File: config.mk
export PLATFORM = sky130hd
export DESIGN_NAME = radio_module_baud_bringup_core_flat
export DESIGN_NICKNAME = d
export VERILOG_FILES = /design/src/rtl/core/rmbb_pkg.sv /design/src/rtl/core/rmbb_if.sv /design/src/rtl/core/rmbb_match.sv /design/src/rtl/core/rmbb_ctrl.sv /design/src/rtl/core/radio_module_baud_bringup_core.sv /design/src/flat_wrapper.sv
export SDC_FILE = /design/constraint.sdc
export NUM_CORES = 1
export LEC_CHECK = 0
export ABC_AREA = 1
export ABC_CLOCK_PERIOD_IN_PS = 5150
export BUFFER_PORTS_ARGS = -buffer_cell sky130_fd_sc_hd__buf_2
export CORE_MARGIN = 2
export CORE_UTILIZATION = 40
export DETAILED_ROUTE_END_ITERATION = 12
export PLACE_DENSITY_LB_ADDON = 0.3
export SYNTH_ARGS = -nofsm -noshare
export SYNTH_HDL_FRONTEND = slang
export SYNTH_SLANG_ARGS = --single-unit
File: constraint.sdc
create_clock -name clk -period 5.15 [get_ports clk]
set_clock_uncertainty 0.2 [all_clocks]
set_input_delay 0.2575 -clock clk [delete_from_list [all_inputs] [get_ports clk]]
set_output_delay 0.2575 -clock clk [all_outputs]
set_load 0.05 [all_outputs]
File: src/rtl/core/rmbb_pkg.sv
`timescale 1ns / 1ps
// ----------------------------------------------------------------------------
// rmbb_pkg
// Types and constants shared by the radio module baud bring-up logic.
// ----------------------------------------------------------------------------
package rmbb_pkg;

  localparam int START_POS_W = 3;
  localparam int OK_POS_W    = 2;
  localparam int BANNER_LEN  = 5;
  localparam int OK_LEN      = 2;

  localparam logic [7:0] BANNER_PAT [BANNER_LEN] = '{8'h53, 8'h74, 8'h61, 8'h72, 8'h74};
  localparam logic [7:0] OK_PAT     [OK_LEN]     = '{8'h4f, 8'h4b};

  localparam logic [15:0] START_TIMEOUT_RST = 16'd1000;
  localparam logic [15:0] AT_TIMEOUT_RST    = 16'd500;
  localparam logic [15:0] RESET_TIMEOUT_RST = 16'd1500;

  typedef enum logic [3:0] {
    PH_WAIT_START = 4'd0,
    PH_PROBE_FAST = 4'd1,
    PH_PROBE_SLOW = 4'd2,
    PH_WAIT_BAUD  = 4'd3,
    PH_WAIT_RESET = 4'd4,
    PH_VERIFY     = 4'd5,
    PH_READY      = 4'd6,
    PH_FAILED     = 4'd7,
    PH_OFF        = 4'd8
  } phase_t;

  typedef enum logic [1:0] {
    CMD_NONE  = 2'd0,
    CMD_AT    = 2'd1,
    CMD_BAUD4 = 2'd2,
    CMD_RESET = 2'd3
  } cmd_t;

  typedef enum logic [2:0] {
    REQ_START  = 3'd0,
    REQ_STOP   = 3'd1,
    REQ_RX     = 3'd2,
    REQ_RX_ERR = 3'd3,
    REQ_TICK   = 3'd4
  } req_t;

  typedef enum logic [1:0] {
    CFG_START_TIMEOUT = 2'd0,
    CFG_AT_TIMEOUT    = 2'd1,
    CFG_RESET_TIMEOUT = 2'd2
  } cfg_idx_t;

  typedef struct packed {
    logic [2:0]  req_type;
    logic [7:0]  rx_byte;
    logic [31:0] now_ms;
  } in_item_t;

  typedef struct packed {
    logic [1:0] cmd_code;
    logic       baud_fast;
    logic       module_power;
    logic [3:0] link_phase;
    logic       ready_res;
    logic       finished;
  } out_item_t;

  typedef struct packed {
    logic [15:0] start_timeout_ms;
    logic [15:0] at_timeout_ms;
    logic [15:0] reset_timeout_ms;
  } cfg_regs_t;

  typedef struct packed {
    logic [START_POS_W-1:0] start_pos_nxt;
    logic                   start_hit;
    logic [OK_POS_W-1:0]    ok_pos_nxt;
    logic                   ok_hit;
  } match_t;

endpackage

File: src/rtl/core/rmbb_if.sv
`timescale 1ns / 1ps
// ----------------------------------------------------------------------------
// rmbb_in_if / rmbb_out_if
// Valid/ready channels for event items and status items.
// ----------------------------------------------------------------------------
interface rmbb_in_if;
  logic        valid;
  logic        ready;
  logic [2:0]  req_type;
  logic [7:0]  rx_byte;
  logic [31:0] now_ms;

  modport source (output valid, output req_type, output rx_byte, output now_ms,
                  input ready);
  modport sink   (input valid, input req_type, input rx_byte, input now_ms,
                  output ready);
endinterface

interface rmbb_out_if;
  logic       valid;
  logic       ready;
  logic [1:0] cmd_code;
  logic       baud_fast;
  logic       module_power;
  logic [3:0] link_phase;
  logic       ready_res;
  logic       finished;

  modport source (output valid, output cmd_code, output baud_fast, output module_power,
                  output link_phase, output ready_res, output finished, input ready);
  modport sink   (input valid, input cmd_code, input baud_fast, input module_power,
                  input link_phase, input ready_res, input finished, output ready);
endinterface

File: src/rtl/core/rmbb_match.sv
`timescale 1ns / 1ps
// ----------------------------------------------------------------------------
// rmbb_match
// Naive byte matchers for the "Start" banner and the "OK" reply.
// ----------------------------------------------------------------------------
module rmbb_match (
  input  logic [7:0]                     rx_byte,
  input  logic [rmbb_pkg::START_POS_W-1:0] start_pos,
  input  logic [rmbb_pkg::OK_POS_W-1:0]    ok_pos,
  output rmbb_pkg::match_t               match
);
  import rmbb_pkg::*;

  logic [START_POS_W-1:0] sp;
  logic [OK_POS_W-1:0]    op;

  always_comb begin
    match = '0;
    sp = (start_pos >= START_POS_W'(BANNER_LEN)) ? '0 : start_pos;
    op = (ok_pos >= OK_POS_W'(OK_LEN)) ? '0 : ok_pos;

    if (rx_byte == BANNER_PAT[sp]) begin
      if (sp == START_POS_W'(BANNER_LEN - 1)) begin
        match.start_hit = 1'b1;
      end else begin
        match.start_pos_nxt = sp + 1'b1;
      end
    end else begin
      // a mismatch may still open a new banner
      match.start_pos_nxt = (rx_byte == BANNER_PAT[0]) ? START_POS_W'(1) : '0;
    end

    if (rx_byte == OK_PAT[op[0]]) begin
      if (op == OK_POS_W'(OK_LEN - 1)) begin
        match.ok_hit = 1'b1;
      end else begin
        match.ok_pos_nxt = op + 1'b1;
      end
    end else begin
      match.ok_pos_nxt = (rx_byte == OK_PAT[0]) ? OK_POS_W'(1) : '0;
    end
  end

endmodule

File: src/rtl/core/rmbb_ctrl.sv
`timescale 1ns / 1ps
// ----------------------------------------------------------------------------
// rmbb_ctrl
// Bring-up state registers and per-event update, one item per enable.
// ----------------------------------------------------------------------------
module rmbb_ctrl (
  input  logic                 clk,
  input  logic                 rst_n,
  input  logic                 step_en,
  input  rmbb_pkg::in_item_t   item,
  input  rmbb_pkg::cfg_regs_t  cfg,
  output rmbb_pkg::out_item_t  res
);
  import rmbb_pkg::*;

  phase_t                 phase_r, phase_nxt;
  logic [31:0]            phase_start_r, phase_start_nxt;
  logic                   start_seen_r, start_seen_nxt;
  logic                   ok_seen_r, ok_seen_nxt;
  logic [START_POS_W-1:0] start_pos_r, start_pos_nxt;
  logic [OK_POS_W-1:0]    ok_pos_r, ok_pos_nxt;
  logic                   fast_r, fast_nxt;
  logic                   power_r, power_nxt;

  match_t      match;
  logic [31:0] elapsed;
  logic [15:0] limit;
  logic        timed_out;
  logic        enter;
  phase_t      enter_ph;
  cmd_t        cmd;

  rmbb_match u_match (
    .rx_byte   (item.rx_byte),
    .start_pos (start_pos_r),
    .ok_pos    (ok_pos_r),
    .match     (match)
  );

  assign elapsed = item.now_ms - phase_start_r;

  always_comb begin
    case (phase_r)
      PH_WAIT_START: limit = cfg.start_timeout_ms;
      PH_WAIT_RESET: limit = cfg.reset_timeout_ms;
      default:       limit = cfg.at_timeout_ms;
    endcase
  end

  assign timed_out = (elapsed >= {16'b0, limit});

  always_comb begin
    phase_nxt       = phase_r;
    phase_start_nxt = phase_start_r;
    start_seen_nxt  = start_seen_r;
    ok_seen_nxt     = ok_seen_r;
    start_pos_nxt   = start_pos_r;
    ok_pos_nxt      = ok_pos_r;
    fast_nxt        = fast_r;
    power_nxt       = power_r;
    enter           = 1'b0;
    enter_ph        = phase_r;
    cmd             = CMD_NONE;

    unique case (item.req_type)
      REQ_START: begin
        phase_nxt       = PH_WAIT_START;
        phase_start_nxt = item.now_ms;
        start_seen_nxt  = 1'b0;
        ok_seen_nxt     = 1'b0;
        start_pos_nxt   = '0;
        ok_pos_nxt      = '0;
        fast_nxt        = 1'b1;
        power_nxt       = 1'b1;
      end
      REQ_STOP: begin
        power_nxt = 1'b0;
        phase_nxt = PH_OFF;
      end
      REQ_RX: begin
        if (phase_r != PH_OFF) begin
          start_pos_nxt = match.start_pos_nxt;
          ok_pos_nxt    = match.ok_pos_nxt;
          // the banner only counts at fast baud
          if (match.start_hit && fast_r) start_seen_nxt = 1'b1;
          if (match.ok_hit) ok_seen_nxt = 1'b1;
        end
      end
      REQ_RX_ERR: begin
        if (phase_r != PH_OFF) begin
          start_pos_nxt = '0;
          ok_pos_nxt    = '0;
        end
      end
      REQ_TICK: begin
        unique case (phase_r)
          PH_WAIT_START, PH_PROBE_FAST, PH_VERIFY: begin
            if (start_seen_r || (phase_r != PH_WAIT_START && ok_seen_r)) begin
              phase_nxt = PH_READY;
            end else if (timed_out) begin
              unique case (phase_r)
                PH_WAIT_START: begin
                  enter    = 1'b1;
                  enter_ph = PH_PROBE_FAST;
                  cmd      = CMD_AT;
                end
                PH_PROBE_FAST: begin
                  fast_nxt = 1'b0;
                  enter    = 1'b1;
                  enter_ph = PH_PROBE_SLOW;
                  cmd      = CMD_AT;
                end
                default: begin
                  fast_nxt  = 1'b1;
                  phase_nxt = PH_FAILED;
                end
              endcase
            end
          end
          PH_PROBE_SLOW, PH_WAIT_BAUD: begin
            if (ok_seen_r) begin
              enter = 1'b1;
              if (phase_r == PH_PROBE_SLOW) begin
                enter_ph = PH_WAIT_BAUD;
                cmd      = CMD_BAUD4;
              end else begin
                enter_ph = PH_WAIT_RESET;
                cmd      = CMD_RESET;
                fast_nxt = 1'b1;
              end
            end else if (timed_out) begin
              fast_nxt  = 1'b1;
              phase_nxt = PH_FAILED;
            end
          end
          PH_WAIT_RESET: begin
            if (start_seen_r) begin
              phase_nxt = PH_READY;
            end else if (timed_out) begin
              enter    = 1'b1;
              enter_ph = PH_VERIFY;
              cmd      = CMD_AT;
            end
          end
          default: ;
        endcase
      end
      default: ;
    endcase

    if (enter) begin
      phase_nxt       = enter_ph;
      phase_start_nxt = item.now_ms;
      ok_seen_nxt     = 1'b0;
      ok_pos_nxt      = '0;
      // a banner already seen carries into the fast-baud checks
      if (enter_ph != PH_PROBE_FAST && enter_ph != PH_VERIFY) begin
        start_seen_nxt = 1'b0;
        start_pos_nxt  = '0;
      end
    end
  end

  always_comb begin
    res.cmd_code     = cmd;
    res.baud_fast    = fast_nxt;
    res.module_power = power_nxt;
    res.link_phase   = phase_nxt;
    res.ready_res    = (phase_nxt == PH_READY);
    res.finished     = (phase_nxt inside {PH_READY, PH_FAILED, PH_OFF});
  end

  always_ff @(posedge clk) begin
    if (!rst_n) begin
      phase_r       <= PH_OFF;
      phase_start_r <= '0;
      start_seen_r  <= 1'b0;
      ok_seen_r     <= 1'b0;
      start_pos_r   <= '0;
      ok_pos_r      <= '0;
      fast_r        <= 1'b1;
      power_r       <= 1'b0;
    end else if (step_en) begin
      phase_r       <= phase_nxt;
      phase_start_r <= phase_start_nxt;
      start_seen_r  <= start_seen_nxt;
      ok_seen_r     <= ok_seen_nxt;
      start_pos_r   <= start_pos_nxt;
      ok_pos_r      <= ok_pos_nxt;
      fast_r        <= fast_nxt;
      power_r       <= power_nxt;
    end
  end

endmodule

File: src/rtl/core/radio_module_baud_bringup_core.sv
`timescale 1ns / 1ps
// ----------------------------------------------------------------------------
// radio_module_baud_bringup_core
// Serial radio module bring-up controller: one status item per event item.
// ----------------------------------------------------------------------------
//  channel | dir | handshake          | payload
//  in_ch   | in  | valid/ready        | req_type, rx_byte, now_ms
//  out_ch  | out | valid/ready        | cmd_code, baud_fast, module_power,
//          |     |                    | link_phase, ready_res, finished
//  cfg_*   | in  | cfg_we, no wait    | cfg_idx, cfg_wdata (16 bit)
//
// an item in the input register is registered through rmbb_ctrl into the result
// register once that register is free; one item per cycle is sustained while
// the output is not stalled.
// in_ch.ready stays high while the result register is free or being taken.
// synchronous reset clears state to the off phase and restores the timeouts.
// a stalled output holds its item and the input register holds the next one.
// ----------------------------------------------------------------------------
module radio_module_baud_bringup_core (
  input  logic        clk,
  input  logic        rst_n,
  rmbb_in_if.sink     in_ch,
  rmbb_out_if.source  out_ch,
  input  logic        cfg_we,
  input  logic [1:0]  cfg_idx,
  input  logic [15:0] cfg_wdata
);
  import rmbb_pkg::*;

  in_item_t  s1_item_r;
  logic      s1_valid_r;
  out_item_t out_item_r;
  logic      out_valid_r;
  out_item_t res;
  cfg_regs_t cfg_r;
  logic      out_free;
  logic      advance;

  assign out_free    = !out_valid_r || out_ch.ready;
  assign advance     = s1_valid_r && out_free;
  assign in_ch.ready = !s1_valid_r || out_free;

  always_ff @(posedge clk) begin
    if (!rst_n) begin
      cfg_r.start_timeout_ms <= START_TIMEOUT_RST;
      cfg_r.at_timeout_ms    <= AT_TIMEOUT_RST;
      cfg_r.reset_timeout_ms <= RESET_TIMEOUT_RST;
    end else if (cfg_we) begin
      unique case (cfg_idx)
        CFG_START_TIMEOUT: cfg_r.start_timeout_ms <= cfg_wdata;
        CFG_AT_TIMEOUT:    cfg_r.at_timeout_ms    <= cfg_wdata;
        CFG_RESET_TIMEOUT: cfg_r.reset_timeout_ms <= cfg_wdata;
        default: ;
      endcase
    end
  end

  always_ff @(posedge clk) begin
    if (!rst_n) begin
      s1_valid_r <= 1'b0;
    end else if (in_ch.ready) begin
      s1_valid_r <= in_ch.valid;
    end
  end

  always_ff @(posedge clk) begin
    if (in_ch.ready && in_ch.valid) begin
      s1_item_r.req_type <= in_ch.req_type;
      s1_item_r.rx_byte  <= in_ch.rx_byte;
      s1_item_r.now_ms   <= in_ch.now_ms;
    end
  end

  rmbb_ctrl u_ctrl (
    .clk     (clk),
    .rst_n   (rst_n),
    .step_en (advance),
    .item    (s1_item_r),
    .cfg     (cfg_r),
    .res     (res)
  );

  always_ff @(posedge clk) begin
    if (!rst_n) begin
      out_valid_r <= 1'b0;
    end else if (out_free) begin
      out_valid_r <= s1_valid_r;
    end
  end

  always_ff @(posedge clk) begin
    if (advance) begin
      out_item_r <= res;
    end
  end

  assign out_ch.valid        = out_valid_r;
  assign out_ch.cmd_code     = out_item_r.cmd_code;
  assign out_ch.baud_fast    = out_item_r.baud_fast;
  assign out_ch.module_power = out_item_r.module_power;
  assign out_ch.link_phase   = out_item_r.link_phase;
  assign out_ch.ready_res    = out_item_r.ready_res;
  assign out_ch.finished     = out_item_r.finished;

  // a command is only issued while bring-up is still running
  a_cmd_not_finished: assert property (@(posedge clk) disable iff (!rst_n)
    (out_ch.valid && out_ch.cmd_code != CMD_NONE) |-> !out_ch.finished)
    else $error("command issued in a finished phase");

  // the baud change command goes out at slow baud
  a_baud4_slow: assert property (@(posedge clk) disable iff (!rst_n)
    (out_ch.valid && out_ch.cmd_code == CMD_BAUD4) |-> !out_ch.baud_fast)
    else $error("baud command sent at fast baud");

  // powered down means the off phase
  a_power_off_phase: assert property (@(posedge clk) disable iff (!rst_n)
    (out_ch.valid && !out_ch.module_power) |-> (out_ch.link_phase == PH_OFF))
    else $error("module unpowered outside the off phase");

  // the result register is only overwritten when it was free
  a_no_overwrite: assert property (@(posedge clk) disable iff (!rst_n)
    (out_valid_r && !out_ch.ready) |=> (out_valid_r && $stable(out_item_r)))
    else $error("pending item lost");

endmodule

File: src/flat_wrapper.sv
// flat-port wrapper written by rule: the top's interface ports become plain ports
module radio_module_baud_bringup_core_flat import rmbb_pkg::*;
  (clk, rst_n, cfg_we, cfg_idx, cfg_wdata, in_ch_valid, in_ch_req_type, in_ch_rx_byte, in_ch_now_ms, in_ch_ready, out_ch_valid, out_ch_cmd_code, out_ch_baud_fast, out_ch_module_power, out_ch_link_phase, out_ch_ready_res, out_ch_finished, out_ch_ready);
  rmbb_in_if in_ch_i ();
  rmbb_out_if out_ch_i ();
  input  logic clk;
  input  logic rst_n;
  input  logic cfg_we;
  input  logic [1:0] cfg_idx;
  input  logic [15:0] cfg_wdata;
  input wire logic [$bits(in_ch_i.valid)-1:0] in_ch_valid;
  input wire logic [$bits(in_ch_i.req_type)-1:0] in_ch_req_type;
  input wire logic [$bits(in_ch_i.rx_byte)-1:0] in_ch_rx_byte;
  input wire logic [$bits(in_ch_i.now_ms)-1:0] in_ch_now_ms;
  output wire logic [$bits(in_ch_i.ready)-1:0] in_ch_ready;
  output wire logic [$bits(out_ch_i.valid)-1:0] out_ch_valid;
  output wire logic [$bits(out_ch_i.cmd_code)-1:0] out_ch_cmd_code;
  output wire logic [$bits(out_ch_i.baud_fast)-1:0] out_ch_baud_fast;
  output wire logic [$bits(out_ch_i.module_power)-1:0] out_ch_module_power;
  output wire logic [$bits(out_ch_i.link_phase)-1:0] out_ch_link_phase;
  output wire logic [$bits(out_ch_i.ready_res)-1:0] out_ch_ready_res;
  output wire logic [$bits(out_ch_i.finished)-1:0] out_ch_finished;
  input wire logic [$bits(out_ch_i.ready)-1:0] out_ch_ready;
  assign in_ch_i.valid = in_ch_valid;
  assign in_ch_i.req_type = in_ch_req_type;
  assign in_ch_i.rx_byte = in_ch_rx_byte;
  assign in_ch_i.now_ms = in_ch_now_ms;
  assign in_ch_ready = in_ch_i.ready;
  assign out_ch_valid = out_ch_i.valid;
  assign out_ch_cmd_code = out_ch_i.cmd_code;
  assign out_ch_baud_fast = out_ch_i.baud_fast;
  assign out_ch_module_power = out_ch_i.module_power;
  assign out_ch_link_phase = out_ch_i.link_phase;
  assign out_ch_ready_res = out_ch_i.ready_res;
  assign out_ch_finished = out_ch_i.finished;
  assign out_ch_i.ready = out_ch_ready;
  radio_module_baud_bringup_core u_core (.clk(clk), .rst_n(rst_n), .in_ch(in_ch_i), .out_ch(out_ch_i), .cfg_we(cfg_we), .cfg_idx(cfg_idx), .cfg_wdata(cfg_wdata));
endmodule
## After elaboration in Yosys (flattened, before gate mapping)

Memories as Yosys holds them, arrays and structs flattened.
Cells that the tools add are included.

- Logic and storage cells: 167
- Input port bits: 66
- Register bits: 148
- Bits in latches: 0
- Bits in read-only memories: 64
- Memories: 1
- RAM bits: 0

- Equality and inequality tests: 26
- Reductions and logical operators: 27
- Multipliers: 0
- Bitwise gates (word level): 2
- Shifts and indexed selects: 0
- Muxes and demuxes: 81
- Order comparisons: 5
- Divide/modulo/power cells: 0
- Add/subtract/negate cells: 3

Memory list:

| memory | words | width | rd ports | clocked after Yosys merged registers in | wr ports | RTL line | RTL |
|---|---|---|---|---|---|---|---|
| (name not given) | 8 | 8 | 1 | 0 | 0 | rmbb_match.sv:22 | `if (rx_byte == BANNER_PAT[sp]) begin` |

Operators by type and width:

| kind | count |
|---|---|
| $mux W32 | 2 |
| $mux W4 | 13 |
| $pmux W4 S3 | 3 |
| $ge A32 B16 Y1 | 1 |
| $mux W8 | 4 |
| $pmux W16 S2 | 1 |
| $sub A32 B32 Y32 | 1 |
| $mux W1 | 31 |
| $mux W3 | 9 |
| $eq A4 B3 Y1 const B | 4 |
| $eq A8 B7 Y1 const B | 2 |
| $eq A8 B8 Y1 | 2 |
| $mux W2 | 7 |
| $pmux W1 S2 | 6 |
| $pmux W2 S3 | 2 |
| $ne A3 B3 Y1 const B | 3 |
| $pmux W3 S3 | 1 |
| $eq A4 B2 Y1 const B | 2 |
| $pmux W4 S2 | 1 |
| $reduce_and A2 Y1 | 4 |
| $reduce_and A4 Y1 | 2 |
| $reduce_bool A4 Y1 | 2 |
| $eq A3 B2 Y1 const B | 2 |
| $eq A3 B3 Y1 const B | 2 |
| 26 further kinds | 37 |

## Longest topological paths before layout

Gate-level depths: netlist (run 1).

- Word-level depth: 14
- Mapped depth: 33

## Cells and area by module

A second synthesis (run 1) with hierarchy kept.

- Cells, all modules: 1389
- Area, all modules: 9566.7 µm²

Modules (own cells, without submodules):

| module | cells each | area an instance (µm²) | times used | sequential area each (µm²) |
|---|---|---|---|---|
| rmbb_ctrl | 978 | 5597.9 | 1 | 900.9 |
| radio_module_baud_bringup_core | 340 | 3594.7 | 1 | 2592.5 |
| rmbb_match | 71 | 374.1 | 1 | 0.0 |

## Least setup slack after synthesis (run 1)

No wires, ideal clock.

- Path type: reg-to-reg
- Start point: register u_core.u_ctrl.phase_r[3]
- End point: register u_core.out_item_r (netlist bit u_core.out_ch.finished) (data pin)
- Library setup time: 0.253 ns
- Data required time: 4.697 ns
- Clock period less this slack: 3.727 ns
- Arrival time: 3.274 ns
- Path slack: 1.423 ns
- Cell stages (with the launch flop): 33
- Cells stage by stage: dfxtp_1 > nor2_1 > inv_1 > nor2_1 > inv_1 > clkbuf_1 > a221oi_1 > nor2_1 > ha_1 > nand2_1 > nand3b_1 > nand2_1 > nand2_1 > nand2_1 > nand2_1 > nand2_1 > nand2_1 > nand2_1 > nand2_1 > nor2_1 > nand2_1 > nor2_2 > nand2_4 > nand2_2 > nand2_1 > nor2_1 > nor2_1 > nor2_1 > nand2_1 > nand2_1 > inv_2 > nand2_1 > nand2_1

RTL lines:

| what | RTL line | RTL |
|---|---|---|
| from (decl) | rmbb_ctrl.sv:16 | `phase_t phase_r, phase_nxt;` |
| from (signal assigned) | rmbb_ctrl.sv:184 | `phase_r <= phase_nxt;` |
| to (signal assigned) | radio_module_baud_bringup_core.sv:93 | `out_item_r <= res;` |
| to (decl) | radio_module_baud_bringup_core.sv:32 | `out_item_t out_item_r;` |

## Worst setup path in the final report (run 1)

- Start point: register u_core.s1_item_r[6] (netlist name)
- End point: register u_core.u_ctrl.phase_start_r[15]

- Cells in the longest elaborated chain, start to end: 8
- Elaborated cells between the ends (all ways): 11
- Those cells by class: add/sub: 1; order compare: 1; mux: 7; reduce/logical: 2

RTL lines:

| what | RTL line | RTL |
|---|---|---|
| from (decl) | radio_module_baud_bringup_core.sv:30 | `in_item_t s1_item_r;` |
| $sub A32 B32 Y32 * | rmbb_ctrl.sv:40 | `assign elapsed = item.now_ms - phase_start_r;` |
| $ge A32 B16 Y1 * | rmbb_ctrl.sv:50 | `assign timed_out = (elapsed >= {16'b0, limit});` |
| $mux W1 (on tied branches) | rmbb_ctrl.sv:139, rmbb_ctrl.sv:100 |  |
| $mux W1 (on tied branches) | rmbb_ctrl.sv:137, rmbb_ctrl.sv:98 |  |
| $pmux W1 S3 * | rmbb_ctrl.sv:96 | `unique case (phase_r)` |
| $mux W1 * | rmbb_ctrl.sv:65 | `unique case (item.req_type)` |
| $reduce_bool A2 Y1 (no line) | - |  |
| $reduce_and A2 Y1 (no line) | - |  |
| to (signal assigned) | rmbb_ctrl.sv:185 | `phase_start_r <= phase_start_nxt;` |
| to (decl) | rmbb_ctrl.sv:17 | `logic [31:0] phase_start_r, phase_start_nxt;` |

Mark *: on every way between the ends. The rest lies on a longest branch, timed or not.
A chain may end at the register's enable or synchronous reset.

==> metrics, run 1 <==
outcome=complete, no violations; DRC=0; Top FF cell, synth=dfxtp_1; post-synth top area cell=dfxtp_1; Total GRT Usage=19.6%; Reg-to-Reg End=u_core.u_ctrl.phase_start_r[15]; Yosys top cell area share=20.7%; Period minus WS final=4.36 ns; CTS clock-pin slew for the worst setup and hold paths=0.07 ns; post-synth cell types=between 40 and 50; WS Path Type=reg -> reg; Critical Path AT=between 4 and 5 ns; CP max FO=63; R2R Path Start=u_core.s1_item_r[6]; fmax=229 MHz; Finished Core Util=48.7%; Synth Warn #=0; Fin. Hold Viols=0; antenna fix cells=0; initial core utilization=40.6%; first-pass GRT wire length=around 38,000 um; R2R depth=23; Post-Syn Nets=1,425; Post-DP HPWL=16,700 um; CTS Sinks=approximately 150; I/O Buffers=77; fraction of registers with async set/reset=0%; area added between synthesis and finish=19.9%; Clk Latency, worst-skew pair=approximately 0.43 ns; count leader, synth=nand2_1; max_cap viols=0; io pins=78; Post-synth EDFFs=53; part of the cycle the worst path needs=84.7%; initial antenna violation count=0; pwr dens=282 nW/um^2; CP Launch Point=u_core.s1_item_r[6]; CP endpoint kind=flip-flop; HP Class=in -> reg; sequential share of the synthesized area=38.1%; initial drt markers=514; cell area after synthesis=9170 sq um; CTS tree=built; Die Ht=about 160 um; TritonCTS buffer count=17; CTS root buf=clkbuf_16; setup TNS=0 ns; Vias=8,456; layout cells sized above 1=12.3%; Routability Congestion=0.914; Post-synth top cells=nand2_1, inv_1, nor2_1, dfxtp_1, a21oi_1; pins over their slew limit=0; ANT nets after route=0; slew margin rel.=a little under a third; worst vdd ir=around 0.00017 V; WL/cell=13.3 um; vias per std cell=4.86; Final setup viols=0; Die ar.=between 20,000 and 25,000 sq um; Worst R2R Setup Slack=~0.79 ns; Pleak=0.00531 uW; Worst Tran Pin Value=1.03 ns; Critical Path Sink=u_core.u_ctrl.phase_start_r[15]; Startpoint Class=flip-flop; Rows=55; Die W=155 um; Worst EP required=roughly 5.3 ns; H-tree depth=4; total gr overflow=0; #FFs+latches synth=148; clk buf depth=2; nets=around 1,600; Cells after Synth=roughly 1,300; top cells by area, synth=dfxtp_1, edfxtp_1, nand2_1; largest net degree at the start of global routing=87; final WL=23,100 um; DR pass1 iterations=7; post-CTS setup buffer count=0; RSZ-0062 raised after global routing=no; core footprint=22,600 sq um; Syn Area/Cell=~7 sq um; vias in the first global route=~8,000
registers in the layout, summed over array words and instances (netlist names), 2 cells and up:
name and count:
u_core.cfg_r 48, u_core.s1_item_r 43, u_core.u_ctrl.phase_start_r 32, u_core.out_ch.link_phase 4, u_core.u_ctrl.phase_r 4, u_core.u_ctrl.start_pos_r 3, u_core.out_ch.cmd_code 2, u_core.u_ctrl.ok_pos_r 2
per-layer routing:
metal | routed length, um | track usage (%)
met1 | 11300 | 26.0
met2 | 10500 | 33.1
met3 | 925 | 3.51
met4 | 335 | 4.94
met5 | 0 | 0
worst max-delay path, stage by stage (launching register included):
cell and delay [ns]:
edfxtp_1 0.40, ha_1 0.40, nand2_1 0.13, nor2_1 0.26, nand3_1 0.15, nand3_1 0.22, xor2_1 0.25, ha_1 0.28
a21oi_1 0.14, o31a_1 0.14, nand2_1 0.08, nand2_1 0.07, nand2_1 0.05, nor2_1 0.08, nand2_1 0.06, nor2_2 0.18
nand2_4 0.11, nand2_2 0.10, nand3_2 0.11, nand2_4 0.11, nand2_4 0.07, nand2_8 0.34, o21ai_0 0.13, a21oi_1 0.16
repair_timing:
action                                 in CTS  in global routing
hold buffers                               62                  0
endpoints found under the hold margin      93                  0
gates resized for setup                     0                  0
final cells by class:
cell class	count	area (sq um)
Inverter	222	833
Clock inverter	13	113
Multi-Input combinational cell	907	4680
Fill cell	2254	11600
Timing Repair Buffer	146	1060
Clock buffer	19	454
Tap cell	285	357
Sequential cell	148	3490
power by group:
part / switching [uW] / internal, uW / total, uW
Sequential: 30.3 / 1270 / 1300
Clock: 545 / 661 / 1210
Combinational: 373 / 221 / 594
Total: 948 / 2150 / 3100
stage by stage:
stage / cells / worst slack, ns / total power (uW) / cell area [sq um] / hold WS [ns]
after floorplan: 1306 / 1.42 / 1730 / 9170 / 0.156
after global placement: 1646 / 0.853 / 1870 / 9800 / 0.234
after detailed placement: 1646 / 0.839 / 1880 / 9800 / 0.236
after CTS: 1740 / 0.818 / 3120 / 11000 / 0.124
after global routing: 1740 / 0.320 / 3260 / 11000 / 0.161
final: 1740 / 0.789 / 3100 / 11000 / 0.141
cell families (layout without fill, tap and decap cells):
logic type      after synthesis  in the layout  share of synthesized area (%)
fa+ha+maj                    53             53                           7.32
flops                       148            148                           38.1
xor+xnor                     18             18                           1.72
compound gates              203            203                           13.2
buf+inv                     251            400                           10.8
simple gates                633            633                           28.8
cell usage in the layout (no fill, tap or decap), types with 15 or more instances in the layout:
cell and instances:
nand2_1 352, inv_1 213, nor2_1 163, dfxtp_1 95, buf_2 77, a21oi_1 66
nand3_1 64, dlygate4sd3_1 62, edfxtp_1 53, ha_1 52, o21ai_0 50, o21ai_1 30
a21oi_2 29, clkbuf_16 18, xor2_1 15
worst min path at each step:
stage / start / to / cells past startpoint
floorplan: in_ch_now_ms[0] / u_core.s1_item_r[0] / 0
global placement: in_ch_now_ms[16] / u_core.s1_item_r[16] / 1
detailed placement: in_ch_now_ms[12] / u_core.s1_item_r[12] / 1
CTS: cfg_idx[1] / u_core.cfg_r[39] / 5
global route: cfg_idx[1] / u_core.cfg_r[39] / 5
finish: cfg_idx[1] / u_core.cfg_r[39] / 5
(Power assumes the default switching activity.)
==> run 2, diff against run 1 <==
ABC_AREA = 0   (was 1)
ABC_CLOCK_PERIOD_IN_PS = 3750   (was 5150)
clock period = 3.75 ns   (was 5.15 ns; I/O delays follow)
==> metrics, run 2 <==
post-synth top area cell=dfxtp_1; Synth Warn #=0; Worst EP required=3.91 ns; Total GRT Usage=22.4%; pins over their slew limit=0; max_cap viols=0; count leader, synth=nand2_1; Top FF cell, synth=dfxtp_1; DRC=0; largest net degree at the start of global routing=51; total gr overflow=0; outcome=finished with violations; design area=approximately 12,000 sq um; Post-synth top cells=nand2_1, dfxtp_1, a21oi_1, nand3_1, o21ai_0; Fin. Hold Viols=0; Die Ht=approximately 150 um; Clk Latency, worst-skew pair=0.44 ns; RSZ-0062 raised after global routing=yes; fraction of registers with async set/reset=0%; vias in the first global route=~8,100; initial core utilization=40.3%; antenna fix cells=0; #FFs+latches synth=148; Finished Core Util=55.5%; ANT nets after route=0; biggest registers after layout=u_core.cfg_r: 48 flops, u_core.s1_item_r: 43 flops, u_core.u_ctrl.phase_start_r: 32 flops; vias per std cell=5.32; layout cells sized above 1=approximately 29%; TritonCTS buffer count=17; multi-input logic area=5160 sq um; dpl cell area=10,500 sq um; CTS clock-pin slew for the worst setup and hold paths=0.06 ns; failing checks=negative setup slack; Post-DP HPWL=17,100 um; Pleak=about 0.0047 uW; initial drt markers=484; commonest non-fill, non-tap cells in the layout=nand2_1, buf_4, dfxtp_1, a21oi_1, buf_2; first-pass GRT wire length=40,500 um; Cells after Synth=1,027; Worst Tran Pin Value=0.777 ns; Yosys top cell area share=a little over a fifth; core footprint=approximately 22,000 sq um; Critical Path AT=5.16 ns; Syn Area/Cell=8.49 sq um; max reg flops=48; Final setup viols=50; cell area after synthesis=8720 sq um; Routability Congestion=around 0.93; nets=about 1,400; top cells by area, synth=dfxtp_1, edfxtp_1, ha_1; WS Path Type=reg -> reg; sequential share of the synthesized area=40.1%; final WL=25,400 um; largest register by flop count=u_core.cfg_r; CTS tree=built; CP max FO=8; Startpoint Class=flip-flop; clk buf depth=2; post-synth cell types=76; CTS Sinks=148; final setup margin=-1.25 ns; io pins=just under 80; Rows=54; Post-synth EDFFs=53; CP endpoint kind=flip-flop; pwr dens=350 nW/um^2; Die ar.=23,000 sq um; I/O Buffers=77; part of the cycle the worst path needs=133%; Vias=roughly 8,400; HP Class=in -> reg; CTS root buf=clkbuf_16; slew margin rel.=48.0%; H-tree depth=4; FF/Latch Area=3490 sq um; initial antenna violation count=0; area added between synthesis and finish=37.7%; DR pass1 iterations=4; WL/cell=between 15 and 20 um; Post-Syn Nets=1,146; Fillers=roughly 2,000; most common cell after layout, fill and taps aside=nand2_1; Period minus WS final=5.00 ns; fmax=about 200 MHz; worst vdd ir=between 0.0002 and 0.00025 V; Die W=152 um
[run 2: cell count changes after synthesis, sizes merged, moves of 10 or more]
cell / delta
nor2: -129
xnor2: +10
buf: +11
clkbuf: +16
nand2: -188
nand2b: +11
nand4: +10
inv: -170
or3: +10
o211ai: +10
mux2i: +24
a21oi: +30
[run 2: area by class of cell]
type	instances	area share, %
Multi-Input combinational cell	773	43.0
Clock buffer	20	3.81
Tap cell	280	2.92
Inverter	50	1.56
Sequential cell	148	29.1
Timing Repair Buffer	296	18.8
Clock inverter	12	0.792
[run 2: worst paths after layout]
check                       from                              to  slack [ns]  cells past startpoint
max reg2reg  u_core.s1_item_r[4]  u_core.u_ctrl.phase_start_r[6]       -1.25                     22
min                        rst_n            u_core.u_ctrl.fast_r        0.06                      2
max          u_core.s1_item_r[4]  u_core.u_ctrl.phase_start_r[6]       -1.25                     22
min reg2reg     u_core.cfg_r[30]                u_core.cfg_r[30]        0.25                      2
[run 2: report_power, final]
part | total [uW] | leakage [uW] | switching (uW) | internal (uW)
combinational | 805 | 0.00314 | 429 | 376
clock | 1640 | 0.000277 | 738 | 898
sequential | 1770 | 0.00128 | 38.1 | 1730
total | 4210 | 0.00470 | 1200 | 3000
[run 2: metrics by stage]
| step | setup TNS (ns) | power, uW | setup slack (ns) | instances | hold slack, ns |
|---|---|---|---|---|---|
| 3_5_place_dp | -58.74 | 2510 | -1.24 | 1474 | 0.166 |
| 6_report | -58.67 | 4210 | -1.25 | 1579 | 0.0619 |
| 5_1_grt | -68.71 | 4380 | -1.46 | 1579 | 0.0772 |
| 3_3_place_gp | -53.06 | 2500 | -1.11 | 1474 | 0.164 |
| 4_1_cts | -57.63 | 4210 | -1.22 | 1577 | 0.0434 |
| 2_1_floorplan | -36.14 | 2210 | -0.815 | 1027 | 0.0864 |
[run 2: worst max-delay path: stages (launching register included)]
cell	delay [ns]
edfxtp_1	0.43
ha_4	0.26
and2_4	0.18
a221oi_4	0.32
nand2_2	0.12
a21oi_4	0.19
nor2b_4	0.19
xnor2_2	0.12
ha_1	0.26
nand4_1	0.12
buf_4	0.13
or3_1	0.11
o211ai_1	0.09
nor4_2	0.23
o211ai_1	0.13
or4_4	0.45
or4b_4	0.53
buf_6	0.14
a21oi_4	0.22
buf_6	0.15
buf_12	0.13
o21ai_1	0.08
a21oi_2	0.14
[run 2: repair_timing]
action,4_1_cts,5_1_grt
gates resized for setup,24,30
pin swaps,8,26
endpoints found under the hold margin,93,0
hold buffers,62,0
buffers inserted,7,5
setup endpoints to repair,50,50
gates cloned,2,0
[run 2: cell families after synthesis]
kind of cell,count (synthesis),synth area share (%)
AO/OA/AOI/OAI,290,21.4
XOR/XNOR,20,2.01
adder cells (fa/ha/maj),53,7.69
buffers and inverters,106,4.97
flip-flops,148,40.1
multiplexers,27,3.19
AND/OR/NAND/NOR,383,20.7
[run 2: per-layer routing]
metal | track usage, % | part of all wire, %
met5 | 0 | 0
met4 | 6.57 | 1.6
met3 | 4.19 | 3.6
met2 | 38.3 | 48
met1 | 28.9 | 46
==> run 3, diff against run 2 <==
PLACE_DENSITY_LB_ADDON = unset   (was 0.3)
==> metrics, run 3 (same netlist as run 2, synthesis figures left out) <==
CP cell instances=ha_4, and2_4, a221oi_4, nand2_2, a21oi_2, nor2b_4, xnor2_1, ha_1, a21oi_1, nor2b_1, o21ai_1, o211ai_1, nor4_2, o211ai_1, or4_4, or4b_4, buf_6, nand2_8, mux2_4, a31o_1; slew margin rel.=24.8%; WL/cell=15.9 um; Worst Path Buf+Inv=1; commonest non-fill, non-tap cells in the layout=nand2_1, buf_4, dfxtp_1, a21oi_1, buf_2; min-delay src=rst_n; Hold Path End=u_core.u_ctrl.fast_r; CP max FO=4; Clk Latency, worst-skew pair=around 0.44 ns; Period minus WS final=4.90 ns; outcome=finished with violations; layout cells sized above 1=28.0%; nets=1,406; pwr dens=353 nW/um^2; Post-DP HPWL=between 15,000 and 20,000 um; initial antenna violation count=0; DR pass1 iterations=5; vias in the first global route=8,093; vias per std cell=5.26; final setup margin=-1.15 ns; Die ar.=23,000 sq um; Worst Tran Pin Value=1.13 ns; CTS Sinks=between 100 and 150; Vias=8,317; most common cell after layout, fill and taps aside=nand2_1; Die Ht=152 um; max reg flops=48; I/O Buffers=77; Fillers=2,015; initial drt markers=486; Routability Congestion=0.911; CTS root buf=clkbuf_16; CTS tree=built; worst vdd ir=0.000317 V; io pins=78; part of the cycle the worst path needs=131%; most frequent CP cell=o211ai_1; FF/Latch Area=3490 sq um; Finished Core Util=55.4%; Crit-path slowest cell=or4b_4; final WL=25,100 um; CTS clock-pin slew for the worst setup and hold paths=roughly 0.070 ns; R2R Path Start=u_core.s1_item_r[4]; Total GRT Usage=22.4%; TritonCTS buffer count=17; area added between synthesis and finish=37.5%; R2R depth=20; Final setup viols=50; initial core utilization=40.3%; WS Path Type=reg -> reg; Worst R2R Setup Slack=-1.15 ns; max_cap viols=0; multi-input logic area=approximately 5100 sq um; Largest stage delay, worst path=0.54 ns; Critical Path AT=5.03 ns; Pleak=0.00469 uW; ANT nets after route=0; largest net degree at the start of global routing=51; total gr overflow=0; clk buf depth=2; failing checks=negative setup slack; DRC=0; Worst EP required=3.88 ns; largest register by flop count=u_core.cfg_r; core footprint=21,600 sq um; Fin Hold WS=0.0766 ns; CP endpoint kind=flip-flop; Startpoint Class=flip-flop; pins over their slew limit=0; first-pass GRT wire length=40,400 um; H-tree depth=4; Reg-to-Reg End=u_core.u_ctrl.phase_r[0]; Die W=152 um; RSZ-0062 raised after global routing=yes; Rows=54; antenna fix cells=0; Worst Hold Depth=2; biggest registers after layout=u_core.cfg_r: 48 flops, u_core.s1_item_r: 43 flops, u_core.u_ctrl.phase_start_r: 32 flops; CP top delay family=simple AND/OR/NAND/NOR gates; fmax=a little over 200 MHz; HP Class=in -> reg; Fin. Hold Viols=0
## run 3: worst max-delay path by stage
stage / start / to / depth (start not counted)
after detailed placement: u_core.s1_item_r[0] / u_core.u_ctrl.phase_r[0] / 21
final: u_core.s1_item_r[4] / u_core.u_ctrl.phase_r[0] / 20
after global placement: u_core.s1_item_r[4] / u_core.u_ctrl.phase_r[0] / 20
after CTS: u_core.s1_item_r[4] / u_core.u_ctrl.phase_r[0] / 20
after floorplan: u_core.s1_item_r[12] / u_core.u_ctrl.phase_r[0] / 21
after global routing: u_core.s1_item_r[4] / u_core.u_ctrl.phase_start_r[24] / 20
## run 3: area by class of cell
| type | instances | share of cell area, % |
|---|---|---|
| Multi-Input combinational cell | 773 | 42.5 |
| Sequential cell | 148 | 29.1 |
| Timing Repair Buffer | 297 | 19.1 |
| Clock buffer | 18 | 3.58 |
| Tap cell | 280 | 2.92 |
| Inverter | 50 | 1.57 |
| Clock inverter | 14 | 1.14 |
## run 3: report_power, final
group          internal, uW  switching, uW  total [uW]  leakage [uW]
logic                   373            423         797       0.00313
clock network           882            792        1670      0.000277
registers              1730           36.9        1760       0.00128
total                  2980           1250        4230       0.00469
## run 3: routing by layer
metal	global-route usage [%]	routed length [um]
met5	0	0
met4	5.28	327
met3	3.83	863
met2	39.1	12300
met1	28.9	11600
## run 3: what timing repair did
action / in CTS / in global routing
buffers inserted: 7 / 4
resized for setup: 26 / 11
hold buffers: 62 / 0
endpoints found under the setup margin: 50 / 50
endpoints found under the hold margin: 93 / 0
pin swaps: 16 / 3
gates cloned: 0 / 1
## run 3: per-stage QoR
stage	setup slack [ns]	TNS (ns)	instances	power (uW)	instance area [sq um]
after CTS	-1.15	-52.51	1575	4260	11900
final	-1.15	-53.58	1580	4230	12000
after global placement	-1.19	-52.61	1475	2510	10500
after detailed placement	-1.31	-58.69	1475	2510	10500
after global routing	-1.34	-64.03	1580	4420	12000
after floorplan	-0.815	-36.14	1027	2210	8900
